## src/rtl/core/phone_dial_extension_selector_assert.svh

```systemverilog
// Assertion macros for the phone dial extension selector.
`ifndef PHONE_DIAL_EXTENSION_SELECTOR_ASSERT_SVH
`define PHONE_DIAL_EXTENSION_SELECTOR_ASSERT_SVH
`ifndef ASSERT_OFF
// Checked only outside reset.
`define PDES_ASSERT(lbl, prop, msg) \
  lbl: assert property (@(posedge clk) disable iff (!rst_n) prop) else $error(msg);
// Checked at every edge, reset included.
`define PDES_ASSERT_ALWAYS(lbl, prop, msg) \
  lbl: assert property (@(posedge clk) prop) else $error(msg);
`else
`define PDES_ASSERT(lbl, prop, msg)
`define PDES_ASSERT_ALWAYS(lbl, prop, msg)
`endif
`endif

```

## src/rtl/core/pdes_pkg.sv

```systemverilog
// Shared types, register codes and constants of the extension selector.
`default_nettype none
package pdes_pkg;

  localparam int CFG_IDX_W  = 3;
  localparam int CFG_DATA_W = 14;

  typedef enum logic [CFG_IDX_W-1:0] {
    CFG_TICK_MSECS    = 3'd0,
    CFG_DIGIT_GAP     = 3'd1,
    CFG_DIGIT_HOLD    = 3'd2,
    CFG_STARTUP_WAIT  = 3'd3,
    CFG_PULSE_ON_LVL  = 3'd4,
    CFG_PULSE_OFF_LVL = 3'd5,
    CFG_HOOK_ON_LVL   = 3'd6,
    CFG_HOOK_OFF_LVL  = 3'd7
  } cfg_idx_t;

  typedef struct packed {
    logic [4:0]  tick_msecs;
    logic [9:0]  digit_gap_msecs;
    logic [11:0] digit_hold_msecs;
    logic [13:0] startup_wait_msecs;
    logic [3:0]  pulse_on_level;
    logic [3:0]  pulse_off_level;
    logic [7:0]  hook_on_level;
    logic [7:0]  hook_off_level;
  } cfg_t;

  localparam cfg_t CFG_RESET = '{
    tick_msecs:         5'd2,
    digit_gap_msecs:    10'd200,
    digit_hold_msecs:   12'd800,
    startup_wait_msecs: 14'd500,
    pulse_on_level:     4'd10,
    pulse_off_level:    4'd4,
    hook_on_level:      8'd150,
    hook_off_level:     8'd80
  };

  // Control beat from the top level to the rotary decoder.
  typedef struct packed {
    logic step;  // an item is being processed this cycle
    logic clr;   // on hook: clear rotary logic and pulse debouncer
    logic run;   // advance the rotary logic
  } rot_ctl_t;

  typedef enum logic [3:0] {
    PH_IDLE  = 4'b0001,
    PH_PULSE = 4'b0010,
    PH_SPACE = 4'b0100,
    PH_DONE  = 4'b1000
  } dial_phase_t;

  localparam logic [15:0] TIME_MAX      = 16'hFFFF;
  localparam logic [3:0]  PULSE_CNT_MAX = 4'd15;
  localparam logic [13:0] UPTIME_MAX    = 14'h3FFF;
  localparam logic [10:0] BLINK_PERIOD  = 11'd1000;
  localparam logic [9:0]  LED_ON1_END   = 10'd150;
  localparam logic [9:0]  LED_ON2_BEG   = 10'd300;
  localparam logic [9:0]  LED_ON2_END   = 10'd450;

  function automatic logic [15:0] sat_time_add(input logic [15:0] a, input logic [4:0] b);
    logic [16:0] s;
    s = {1'b0, a} + {12'd0, b};
    return s[16] ? TIME_MAX : s[15:0];
  endfunction

endpackage
`default_nettype wire

```

## src/rtl/core/pdes_debounce.sv

```systemverilog
// Up/down integrating debouncer with hysteresis.
`default_nettype none
module pdes_debounce #(
  parameter int              W         = 4,
  parameter logic [W-1:0]    MAX_LEVEL = '1
) (
  input  logic         clk,
  input  logic         rst_n,
  input  logic         step,
  input  logic         clr,
  input  logic         sample,
  input  logic [W-1:0] on_lv,
  input  logic [W-1:0] off_lv,
  output logic         state_nxt
);

  logic [W-1:0] level_r, level_nxt;
  logic         state_r;

  always_comb begin
    if (sample) begin
      level_nxt = (level_r < MAX_LEVEL) ? level_r + 1'b1 : MAX_LEVEL;
    end else begin
      level_nxt = (level_r != '0) ? level_r - 1'b1 : '0;
    end
    state_nxt = !state_r ? (level_nxt >= on_lv) : !(level_nxt <= off_lv);
  end

  always_ff @(posedge clk) begin
    if (!rst_n) begin
      level_r <= '0;
      state_r <= 1'b0;
    end else if (step) begin
      if (clr) begin
        level_r <= '0;
        state_r <= 1'b0;
      end else begin
        level_r <= level_nxt;
        state_r <= state_nxt;
      end
    end
  end

endmodule
`default_nettype wire

```

## src/rtl/core/pdes_rotary.sv

```systemverilog
// Rotary dial decoder: pulse debouncer, pulse counter, gap and hold timers.
`default_nettype none
module pdes_rotary #(
  parameter logic [3:0] PULSE_MAX = 4'd15
) (
  input  logic              clk,
  input  logic              rst_n,
  input  pdes_pkg::rot_ctl_t ctl,
  input  pdes_pkg::cfg_t    cfg,
  input  logic              pulse_raw,
  output logic [3:0]        ext
);
  import pdes_pkg::*;

  logic        p;
  dial_phase_t phase_r, phase_nxt;
  logic [3:0]  cnt_r, cnt_nxt;
  logic [15:0] on_r, on_nxt;
  logic [15:0] off_r, off_nxt;
  logic [15:0] hold_r, hold_nxt;

  pdes_debounce #(.W(4), .MAX_LEVEL(PULSE_MAX)) u_pulse_db (
    .clk       (clk),
    .rst_n     (rst_n),
    .step      (ctl.step && (ctl.run || ctl.clr)),
    .clr       (ctl.clr),
    .sample    (pulse_raw),
    .on_lv     (cfg.pulse_on_level),
    .off_lv    (cfg.pulse_off_level),
    .state_nxt (p)
  );

  always_comb begin
    phase_nxt = phase_r;
    cnt_nxt   = cnt_r;
    on_nxt    = on_r;
    off_nxt   = off_r;
    hold_nxt  = hold_r;
    ext       = '0;
    if (p) begin
      // a new pulse after idle or a finished digit starts a fresh digit
      if (phase_r inside {PH_IDLE, PH_DONE}) begin
        cnt_nxt  = '0;
        hold_nxt = '0;
        on_nxt   = '0;
      end
      phase_nxt = PH_PULSE;
      off_nxt   = '0;
      on_nxt    = sat_time_add(on_nxt, cfg.tick_msecs);
    end else if (phase_r inside {PH_PULSE, PH_SPACE}) begin
      phase_nxt = PH_SPACE;
      if (on_r != '0) begin
        on_nxt = '0;
        if (cnt_r != PULSE_CNT_MAX) begin
          cnt_nxt = cnt_r + 4'd1;
        end
      end
      off_nxt = sat_time_add(off_r, cfg.tick_msecs);
      if (off_nxt > {6'd0, cfg.digit_gap_msecs}) begin
        phase_nxt = PH_DONE;
        hold_nxt  = {4'd0, cfg.digit_hold_msecs};
      end
    end
    if (phase_nxt == PH_DONE && hold_nxt != '0) begin
      if (hold_nxt <= {11'd0, cfg.tick_msecs}) begin
        phase_nxt = PH_IDLE;
        cnt_nxt   = '0;
        on_nxt    = '0;
        off_nxt   = '0;
        hold_nxt  = '0;
      end else begin
        hold_nxt = hold_nxt - {11'd0, cfg.tick_msecs};
        ext      = cnt_nxt;
      end
    end
    if (!ctl.run) begin
      ext = '0;
    end
  end

  always_ff @(posedge clk) begin
    if (!rst_n) begin
      phase_r <= PH_IDLE;
      cnt_r   <= '0;
      on_r    <= '0;
      off_r   <= '0;
      hold_r  <= '0;
    end else if (ctl.step) begin
      if (ctl.clr) begin
        phase_r <= PH_IDLE;
        cnt_r   <= '0;
        on_r    <= '0;
        off_r   <= '0;
        hold_r  <= '0;
      end else if (ctl.run) begin
        phase_r <= phase_nxt;
        cnt_r   <= cnt_nxt;
        on_r    <= on_nxt;
        off_r   <= off_nxt;
        hold_r  <= hold_nxt;
      end
    end
  end

endmodule
`default_nettype wire

```

## src/rtl/core/phone_dial_extension_selector.sv

```systemverilog
// Top level of the phone dial extension selector.
//
// Each input beat is one timer tick of tick_msecs milliseconds carrying raw
// hook, rotary pulse, tone valid and tone code samples. Each accepted beat
// yields exactly one result beat: selected extension, lamp drive and
// debounced hook state.
// Path: a beat accepted at one edge lands in the input register, and its
// result is loaded into the output register at the next advancing edge,
// which raises out_valid.
// Throughput: one beat per cycle while out_ready is high; the tick update
// is a single pass of short logic between the input and result registers.
// Stall: while out_ready is low the result register holds; one more beat can
// still sit in the input register, after which in_ready drops.
// Reset (rst_n low at a clock edge) empties both registers, clears all
// debouncer, dial, uptime and blink state, and loads the default settings.
// Configuration: cfg_ready is always high; write settings only while idle.
`default_nettype none
`include "phone_dial_extension_selector_assert.svh"
module phone_dial_extension_selector #(
  parameter int PULSE_LEVEL_MAX = 15,
  parameter int HOOK_LEVEL_MAX  = 200,
  parameter int UPTIME_CAP      = 10000
) (
  input  logic                            clk,
  input  logic                            rst_n,
  input  logic                            in_valid,
  output logic                            in_ready,
  input  logic                            in_hook_raw,
  input  logic                            in_pulse_raw,
  input  logic                            in_tone_valid,
  input  logic [3:0]                      in_tone_code,
  output logic                            out_valid,
  input  logic                            out_ready,
  output logic [3:0]                      out_selected_extension,
  output logic                            out_lamp,
  output logic                            out_on_hook,
  input  logic                            cfg_valid,
  output logic                            cfg_ready,
  input  logic [pdes_pkg::CFG_IDX_W-1:0]  cfg_index,
  input  logic [pdes_pkg::CFG_DATA_W-1:0] cfg_data
);
  import pdes_pkg::*;

  localparam logic [3:0]  PULSE_MAX = (PULSE_LEVEL_MAX > 15) ? 4'd15 : 4'(PULSE_LEVEL_MAX);
  localparam logic [7:0]  HOOK_MAX  = (HOOK_LEVEL_MAX > 255) ? 8'd255 : 8'(HOOK_LEVEL_MAX);
  localparam logic [13:0] UP_CAP    = 14'(UPTIME_CAP);

  cfg_t cfg_r;

  // input register
  logic       s0_valid_r;
  logic       s0_hook_r, s0_pulse_r, s0_tvalid_r;
  logic [3:0] s0_tcode_r;

  // result register
  logic       out_valid_r;
  logic [3:0] out_ext_r;
  logic       out_led_r, out_hook_r;

  // tick-wide state
  logic [13:0] uptime_r, uptime_nxt;
  logic [9:0]  blink_r, blink_nxt;

  logic       advance, fire;
  logic       hook_st;
  logic       tone_hit;
  logic       led_nxt;
  logic [3:0] rot_ext, ext_nxt;
  logic [10:0] blink_sum;
  logic [14:0] uptime_sum;
  rot_ctl_t   rot_ctl;

  assign advance   = !out_valid_r || out_ready;
  assign fire      = s0_valid_r && advance;
  assign in_ready  = !s0_valid_r || advance;
  assign cfg_ready = 1'b1;

  // Write one setting, masked to its width.
  always_ff @(posedge clk) begin
    if (!rst_n) begin
      cfg_r <= CFG_RESET;
    end else if (cfg_valid) begin
      case (cfg_idx_t'(cfg_index))
        CFG_TICK_MSECS:    cfg_r.tick_msecs         <= cfg_data[4:0];
        CFG_DIGIT_GAP:     cfg_r.digit_gap_msecs    <= cfg_data[9:0];
        CFG_DIGIT_HOLD:    cfg_r.digit_hold_msecs   <= cfg_data[11:0];
        CFG_STARTUP_WAIT:  cfg_r.startup_wait_msecs <= cfg_data[13:0];
        CFG_PULSE_ON_LVL:  cfg_r.pulse_on_level     <= cfg_data[3:0];
        CFG_PULSE_OFF_LVL: cfg_r.pulse_off_level    <= cfg_data[3:0];
        CFG_HOOK_ON_LVL:   cfg_r.hook_on_level      <= cfg_data[7:0];
        CFG_HOOK_OFF_LVL:  cfg_r.hook_off_level     <= cfg_data[7:0];
        default: ;
      endcase
    end
  end

  // Capture an accepted beat.
  always_ff @(posedge clk) begin
    if (!rst_n) begin
      s0_valid_r <= 1'b0;
    end else if (in_ready) begin
      s0_valid_r <= in_valid;
    end
  end

  always_ff @(posedge clk) begin
    if (in_valid && in_ready) begin
      s0_hook_r   <= in_hook_raw;
      s0_pulse_r  <= in_pulse_raw;
      s0_tvalid_r <= in_tone_valid;
      s0_tcode_r  <= in_tone_code;
    end
  end

  // Hook debouncer sees every tick and is never cleared.
  pdes_debounce #(.W(8), .MAX_LEVEL(HOOK_MAX)) u_hook_db (
    .clk       (clk),
    .rst_n     (rst_n),
    .step      (fire),
    .clr       (1'b0),
    .sample    (s0_hook_r),
    .on_lv     (cfg_r.hook_on_level),
    .off_lv    (cfg_r.hook_off_level),
    .state_nxt (hook_st)
  );

  // A tone key wins over the dial; the dial waits out the power-up time.
  assign tone_hit     = s0_tvalid_r && (s0_tcode_r != 4'd0);
  assign rot_ctl.step = fire;
  assign rot_ctl.clr  = hook_st;
  assign rot_ctl.run  = !hook_st && !tone_hit && (uptime_r >= cfg_r.startup_wait_msecs);

  pdes_rotary #(.PULSE_MAX(PULSE_MAX)) u_rotary (
    .clk       (clk),
    .rst_n     (rst_n),
    .ctl       (rot_ctl),
    .cfg       (cfg_r),
    .pulse_raw (s0_pulse_r),
    .ext       (rot_ext)
  );

  always_comb begin
    if (hook_st) begin
      ext_nxt = '0;
    end else if (tone_hit) begin
      ext_nxt = s0_tcode_r;
    end else begin
      ext_nxt = rot_ext;
    end
  end

  // Blink phase wraps once a second; the sum stays below twice the period.
  always_comb begin
    blink_sum = {1'b0, blink_r} + {6'd0, cfg_r.tick_msecs};
    if (hook_st) begin
      blink_nxt = '0;
    end else if (blink_sum >= BLINK_PERIOD) begin
      blink_nxt = 10'(blink_sum - BLINK_PERIOD);
    end else begin
      blink_nxt = blink_sum[9:0];
    end
    led_nxt = !hook_st && ((blink_nxt <= LED_ON1_END) ||
                           (blink_nxt >= LED_ON2_BEG && blink_nxt <= LED_ON2_END));
  end

  // Uptime stops once it reaches the cap; clamp at the register's full scale.
  always_comb begin
    uptime_sum = {1'b0, uptime_r} + {10'd0, cfg_r.tick_msecs};
    if (uptime_r >= UP_CAP) begin
      uptime_nxt = uptime_r;
    end else if (uptime_sum[14]) begin
      uptime_nxt = UPTIME_MAX;
    end else begin
      uptime_nxt = uptime_sum[13:0];
    end
  end

  always_ff @(posedge clk) begin
    if (!rst_n) begin
      uptime_r <= '0;
      blink_r  <= '0;
    end else if (fire) begin
      uptime_r <= uptime_nxt;
      blink_r  <= blink_nxt;
    end
  end

  // Result register: load on fire, drop valid once taken.
  always_ff @(posedge clk) begin
    if (!rst_n) begin
      out_valid_r <= 1'b0;
    end else if (advance) begin
      out_valid_r <= s0_valid_r;
    end
  end

  always_ff @(posedge clk) begin
    if (fire) begin
      out_ext_r  <= ext_nxt;
      out_led_r  <= led_nxt;
      out_hook_r <= hook_st;
    end
  end

  assign out_valid              = out_valid_r;
  assign out_selected_extension = out_ext_r;
  assign out_lamp               = out_led_r;
  assign out_on_hook            = out_hook_r;

  `PDES_ASSERT(a_hook_no_ext, out_valid_r && out_hook_r |-> out_ext_r == 4'd0, "ext on hook")
  `PDES_ASSERT(a_hook_no_led, out_valid_r && out_hook_r |-> !out_led_r, "lamp lit on hook")
  `PDES_ASSERT(a_accept_loads, in_valid && in_ready |=> s0_valid_r, "accepted beat lost")
  `PDES_ASSERT_ALWAYS(a_reset_empty, !rst_n |=> !out_valid_r && !s0_valid_r, "not empty")

endmodule
`default_nettype wire
```

## config.mk

```make
export PLATFORM = sky130hd
export DESIGN_NAME = phone_dial_extension_selector
export DESIGN_NICKNAME = d
export VERILOG_FILES = /design/src/rtl/core/pdes_pkg.sv /design/src/rtl/core/pdes_debounce.sv /design/src/rtl/core/pdes_rotary.sv /design/src/rtl/core/phone_dial_extension_selector.sv
export VERILOG_INCLUDE_DIRS = /design/src /design/src/rtl/core
export SDC_FILE = /design/constraint.sdc
export NUM_CORES = 1
export LEC_CHECK = 0
export ABC_AREA = 1
export BUFFER_PORTS_ARGS = -buffer_cell sky130_fd_sc_hd__buf_2
export CELL_PAD_IN_SITES_DETAIL_PLACEMENT = 1
export CELL_PAD_IN_SITES_GLOBAL_PLACEMENT = 1
export CORE_MARGIN = 2
export CORE_UTILIZATION = 38
export DETAILED_ROUTE_END_ITERATION = 8
export PLACE_DENSITY_LB_ADDON = 0.1
export SYNTH_ARGS = -nofsm -noshare
export SYNTH_HDL_FRONTEND = slang
export SYNTH_HIERARCHICAL = 1
export SYNTH_SLANG_ARGS = --single-unit
```

## constraint.sdc

```tcl
create_clock -name clk -period 8.97 [get_ports clk]
set_input_delay 1.794 -clock clk [delete_from_list [all_inputs] [get_ports clk]]
set_output_delay 1.794 -clock clk [all_outputs]
set_load 0.005 [all_outputs]
```

After elaboration in Yosys (flattened, before gate mapping):

Cells that the tools add are included.

* bits in registers: 174
* bits of input ports: 29
* output and inout bits: 9
* word-level logic and storage cells: 162

* add/sub/neg operators: 11
* $lt $le $gt $ge: 14
* equal/unequal tests: 13
* mux-type cells: 57
* bitwise gates (word level): 1
* reduce and logical (&&, ||, !) cells: 38

Operators by type and width (count)
* 2-to-1 mux 16 bit: 25
* 2-to-1 mux 4 bit: 23
* adder 16 x 5 -> 17 bit: 2
* nonzero test 16 bit: 2
* 2-to-1 mux 8 bit: 3
* 2-to-1 mux 10 bit: 2
* AND reduction 2 bit: 10
* greater-than comparator 16 x 10 -> 1 bit: 1
* <= comparator 16 x 5 -> 1 bit: 1
* subtractor 16 x 5 -> 16 bit: 1
* adder 14 x 5 -> 15 bit: 1
* >= comparator 14 bit: 1
* >= comparator 14 bit (second input constant): 1
* 2-to-1 mux 14 bit: 1
* equality test 3 bit (second input constant): 4
* adder 10 x 5 -> 11 bit: 1
* >= comparator 11 x 10 -> 1 bit (second input constant): 1
* >= comparator 10 x 9 -> 1 bit (second input constant): 1
* <= comparator 10 x 8 -> 1 bit (second input constant): 1
* <= comparator 10 x 9 -> 1 bit (second input constant): 1
* subtractor 10 bit (second input constant): 1
* logical AND 1 bit: 9
* adder 4 x 1 -> 4 bit (second input constant): 2
* adder 8 x 1 -> 8 bit (second input constant): 1
* 23 further kinds: 38

Logic depth before layout (Yosys ltp):

* depth after elaboration: 14
* mapped depth: 41

Hierarchy:

The synthesis kept the hierarchy.

By module, submodules not included
* pdes_rotary: instances 1, cells each 916, area an instance 5584.1 um2
* phone_dial_extension_selector: instances 1, cells each 694, area an instance 5114.9 um2
* pdes_debounce (u_hook_db): instances 1, cells each 188, area an instance 1212.4 um2
* pdes_debounce (u_rotary.u_pulse_db): instances 1, cells each 100, area an instance 655.6 um2

Least setup slack after synthesis:

Ideal clock, no wire load.

* path type: reg2reg
* start: register cfg_r[60] (netlist bit)
* end: register u_rotary.cnt_r[0]
* setup time: 139 ps
* arrival time: 5020 ps
* setup slack: 3811 ps
* cell stages (with the launch flop): 40
* buffers on the path: 3
* clock period less this slack: 5159 ps
* cells stage by stage: dfxtp_1 ha_1 fa_1 nand2_1 nand2_1 nand3_1 nand2_2 nand3_2 clkbuf_1 nand3_1 ha_1 nand2_1 a21oi_1 nor2_1 nand2_1 nand2_1 nand2_1 a21oi_2 [... 4 more ...] nand3_2 nand2_2 inv_2 ha_1 inv_1 fa_1 nand3_1 nand3_1 a21o_1 nor2_4 nand2_1 nand2_2 nand4_4 nand2_4 inv_8 buf_8 nand2_2 a21oi_2

* word-level cells in the longest chain between the ends: 11
* elaborated cells between the ends (all ways): 17

Ends and longest elaborated chain
* start: declaration: RTL line phone_dial_extension_selector.sv:48 `cfg_t cfg_r;`
* adder 16 x 5 -> 17 bit: RTL line pdes_pkg.sv:65 `s = {1'b0, a} + {12'd0, b};`
* 2-to-1 mux 16 bit: RTL line pdes_pkg.sv:66 `return s[16] ? TIME_MAX : s[15:0];`
* greater-than comparator 16 x 10 -> 1 bit: RTL line pdes_rotary.sv:59 `if (off_nxt > {6'd0, cfg.digit_gap_msecs}) begin`
* 2-to-1 mux 16 bit / 2-to-1 mux 4 bit (equally long branches): RTL line pdes_rotary.sv:59
* 2-to-1 mux 16 bit / 2-to-1 mux 4 bit (equally long branches): RTL line pdes_rotary.sv:50 `end else if (phase_r inside {PH_PULSE, PH_SPACE}) begin`
* 2-to-1 mux 16 bit / 2-to-1 mux 4 bit (equally long branches): RTL line pdes_rotary.sv:40 `if (p) begin`
* <= comparator 16 x 5 -> 1 bit (tied with other cells): RTL line pdes_rotary.sv:65 `if (hold_nxt <= {11'd0, cfg.tick_msecs}) begin`
* 2-to-1 mux 4 bit / logical AND 1 bit (equally long branches): RTL line pdes_rotary.sv:65, pdes_rotary.sv:64
* 2-to-1 mux 4 bit *: RTL line pdes_rotary.sv:64 `if (phase_nxt == PH_DONE && hold_nxt != '0) begin`
* 2-to-1 mux 4 bit *: RTL line pdes_rotary.sv:95 `end else if (ctl.run) begin`
* 2-to-1 mux 4 bit *: RTL line pdes_rotary.sv:89 `if (ctl.clr) begin`
* end signal: assignment: RTL line pdes_rotary.sv:97 `cnt_r <= cnt_nxt;`
* end: declaration: RTL line pdes_rotary.sv:17 `logic [3:0] cnt_r, cnt_nxt;`

Mark *: on every way between the ends. The rest lies on a longest branch, timed or not. The select of a mux whose other input is x is not followed.
A chain may end at the register's enable or synchronous reset.

Final worst setup path:

* start: register cfg_r[60] (netlist bit)
* end: register u_rotary.on_r[6]

* word-level cells in the longest chain between the ends: 11
* elaborated cells between the ends (all ways): 20

Ends and longest elaborated chain
* adder 16 x 5 -> 17 bit: RTL line pdes_pkg.sv:65
* 2-to-1 mux 16 bit: RTL line pdes_pkg.sv:66
* greater-than comparator 16 x 10 -> 1 bit: RTL line pdes_rotary.sv:59
* 2-to-1 mux 16 bit / 2-to-1 mux 4 bit (equally long branches): RTL line pdes_rotary.sv:59
* 2-to-1 mux 16 bit / 2-to-1 mux 4 bit (equally long branches): RTL line pdes_rotary.sv:50
* 2-to-1 mux 16 bit / 2-to-1 mux 4 bit (equally long branches): RTL line pdes_rotary.sv:40
* <= comparator 16 x 5 -> 1 bit (tied with other cells): RTL line pdes_rotary.sv:65
* 2-to-1 mux 16 bit / logical AND 1 bit (equally long branches): RTL line pdes_rotary.sv:65, pdes_rotary.sv:64
* 2-to-1 mux 16 bit *: RTL line pdes_rotary.sv:64
* 2-to-1 mux 16 bit *: RTL line pdes_rotary.sv:95
* 2-to-1 mux 16 bit *: RTL line pdes_rotary.sv:89
* end signal: assignment: RTL line pdes_rotary.sv:98 `on_r <= on_nxt;`
* end: declaration: RTL line pdes_rotary.sv:18 `logic [15:0] on_r, on_nxt;`

Marked as above.

==> results.md <==
- Slew @ Worst Pin: 1060 ps
- Critical Path RT: 9260 ps
- Tcrit/Tclk final: 0.674
- Yosys top cell area share: 0.256
- Run status: completed
- Design area: 13700 µm²
- Hold Buf Count CTS: 0
- Die extent in y: 186 µm
- Die area: 34500 µm²
- Post-Syn Area: 12600 µm²
- Reg2reg setup slack: 2920 ps
- Vias in the first global route: 12.4k
- Fraction of registers with async set/reset: 0
- Detailed Route WL: 37700 µm
- CORE AREA: 32500 µm²
- Largest net degree at the start of global routing: 55
- Setup violators final: 0
- Hold Crit Start: cfg_r[53]
- Reg clk slew, reported paths: 80 ps
- Final setup TNS: 0 ps
- Gr usage total: 0.228
- IO buf count: 36
- Diodes inserted: 0
- Minimum clock period: 6050 ps
- Placed cell area: 13100 µm²
- Starting density of the core: 0.386
- RSZ-0062 raised after global routing: false
- Synth Area in Simple Gates: 0.361
- Worst Hold Depth: 2
- Later-pin clock latency in the skew report: 450 ps
- Mean post-synth cell area: 6.62 µm²
- Worst Setup Start Kind: register
- Cts bufs inserted: 17
- CTS tree: built
- Crit-path max FO: 27
- Final Hold Vio Count: 0
- Die Wd: 186 µm
- Pwr dens: 136 nW/µm²
- Max Slew Vio Count: 0
- Seq cells post-synth: 174
- CP max stage delay: 430 ps
- FP Rows: 66
- Max VDD drop: 0.131 mV
- Share of layout cells above drive strength 1: 0.122
- Synth Area in Compound Gates: 0.136
- Top post-synthesis cells by area: dfxtp_1 (26%), nand2_1 (14%), ha_1 (8.2%)
- Cells after Synth: 1898
- Initial antenna violation count: 0
- Crit. End Element: register
- Drt wl/cell: 16.0 µm
- First-pass GRT wire length: 62700 µm
- Grt total ovfl: 0
- Vias: 12.1k
- Worst Hold Path EP: cfg_r[53]
- Synth warnings: 6
- H-tree levels: 4
- Most used cell, CP: nand2_1
- Register area share after synthesis: 0.288
- Min-delay worst type: reg -> reg
- Slowest cell on crit path: fa_1
- I/O Pins: 38
- Setup Buffers After CTS: 0
- R2r startpoint: cfg_r[60]
- Adder-cell share of the synthesized area: 0.0896
- CTS Sinks: 174
- First-pass iteration count of the detailed router: 4
- Max-slew headroom: 0.294
- Crit path DAT: 6340 ps
- Post-Syn Nets: 2014
- Highest clock rate: 0.165 GHz
- Final Power: 0.00187 W
- Ys flop type: dfxtp_1
- Pleak: 6.46 nW
- Post-CTS resize count: 0
- Library cells used by synthesis: 57
- Most frequent cells after synthesis: nand2_1 (465), inv_1 (233), nor2_1 (204), dfxtp_1 (161), nand3_1 (159)
- Largest family of logic cells by synthesized area: simple AND/OR/NAND/NOR gates
- Vias/cell: 5.12
- Max-cap viol count: 0
- Most common cell in the netlist: nand2_1
- XOR/XNOR share of the synthesized area: 0.0216
- Yosys top cell by area: dfxtp_1
- Worst R2R Path Depth: 36
- CTS root buffer: clkbuf_16
- Routed Antenna Nets: 0
- Mux share of post-synthesis cell area: 0
- Worst setup path class: reg -> reg
- Clk buf depth: 2
- Residual DRC count: 0
- Post-synth EDFFs: 13
- Nets: 2016
- Area grow syn2layout: 9.15%
- Clock Skews: 15.4 ps
- Reg2reg end: u_rotary/on_r[6]
- DR iter-0 viols: 448
- GP Congestion: 0.862
- Dpl hpwl: 27800 µm
-- critical path, delay by kind of cell (launching register included) --
family / cells / cell delay, ps
flops: 1 / 420
compound gates: 4 / 490
simple gates: 24 / 3130
fa+ha+maj: 5 / 1550
buf+inv: 3 / 240
-- worst max path at each step --
stage	slack (ps)	to	cells after the start	startpoint
2_1_floorplan	3810	u_rotary/cnt_r[0]	39	cfg_r[60]
3_5_place_dp	2920	u_rotary/on_r[6]	36	cfg_r[60]
6_report	2920	u_rotary/on_r[6]	36	cfg_r[60]
4_1_cts	2860	u_rotary/on_r[6]	36	cfg_r[60]
5_1_grt	2290	u_rotary/on_r[9]	36	cfg_r[60]
3_3_place_gp	3100	u_rotary/on_r[6]	33	cfg_r[60]
-- cell type report --
cell class | instances | area [µm²]
clock buffer | 17 | 425
clock inverter | 15 | 226
fill | 4355 | 18800
inverter | 259 | 983
multi-input combinational | 1402 | 7660
sequential | 174 | 3610
tap | 442 | 553
timing repair buffer | 46 | 255
-- layer usage --
metal	wire length [µm]	track usage
met1	17700	0.285
met2	18600	0.410
met3	574	0.0239
met4	821	0.0724
met5	0	0
-- registers in the layout, summed over array words and instances, names as in the netlist, 8 cells and up --
name / cells
u_rotary/on_r: 16
blink_r: 10
uptime_r: 14
u_rotary/hold_r: 16
u_rotary/off_r: 16
u_hook_db/level_r: 8
cfg_r: 65
-- per-stage QoR --
step                worst slack (ps)  std cells  utilization  hold slack [ps]
floorplan                       3810       1898            -              429
global placement                3100       2323        0.402              441
detailed placement              2920       2323        0.402              445
CTS                             2860       2355        0.422              465
global route                    2290       2355        0.422              488
finish                          2920       2355        0.422              460
-- power by group --
part           switching [W]  internal (W)  leakage [nW]  total, W
Sequential         0.0000156      0.000802          1.43  0.000818
Clock               0.000367      0.000455         0.314  0.000822
Combinational       0.000159     0.0000703          4.72  0.000229
Total               0.000542       0.00133          6.46   0.00187
-- cell usage in the layout (no fill, tap or decap), types with 21 or more instances in the layout --
master / instances
a21oi_2: 23
nand3_1: 159
inv_1: 232
xor2_1: 23
nor2_1: 203
buf_2: 36
a21oi_1: 137
dfxtp_1: 161
nand4_1: 27
nand3_2: 21
o21ai_0: 79
nand2_1: 465
nand2_2: 40
ha_1: 82
-- kinds of logic (layout without fill, tap and decap cells) --
kind of cell,count (synthesis),in the layout
and+or+nand+nor,985,985
AOI/OAI and AO/OA,297,297
buffers and inverters,322,337
DFF,174,174
adders and majority gates,87,87
xor gates and xnor gates,31,31
other,2,2
No activity file was read; power rests on OpenSTA's default activity.
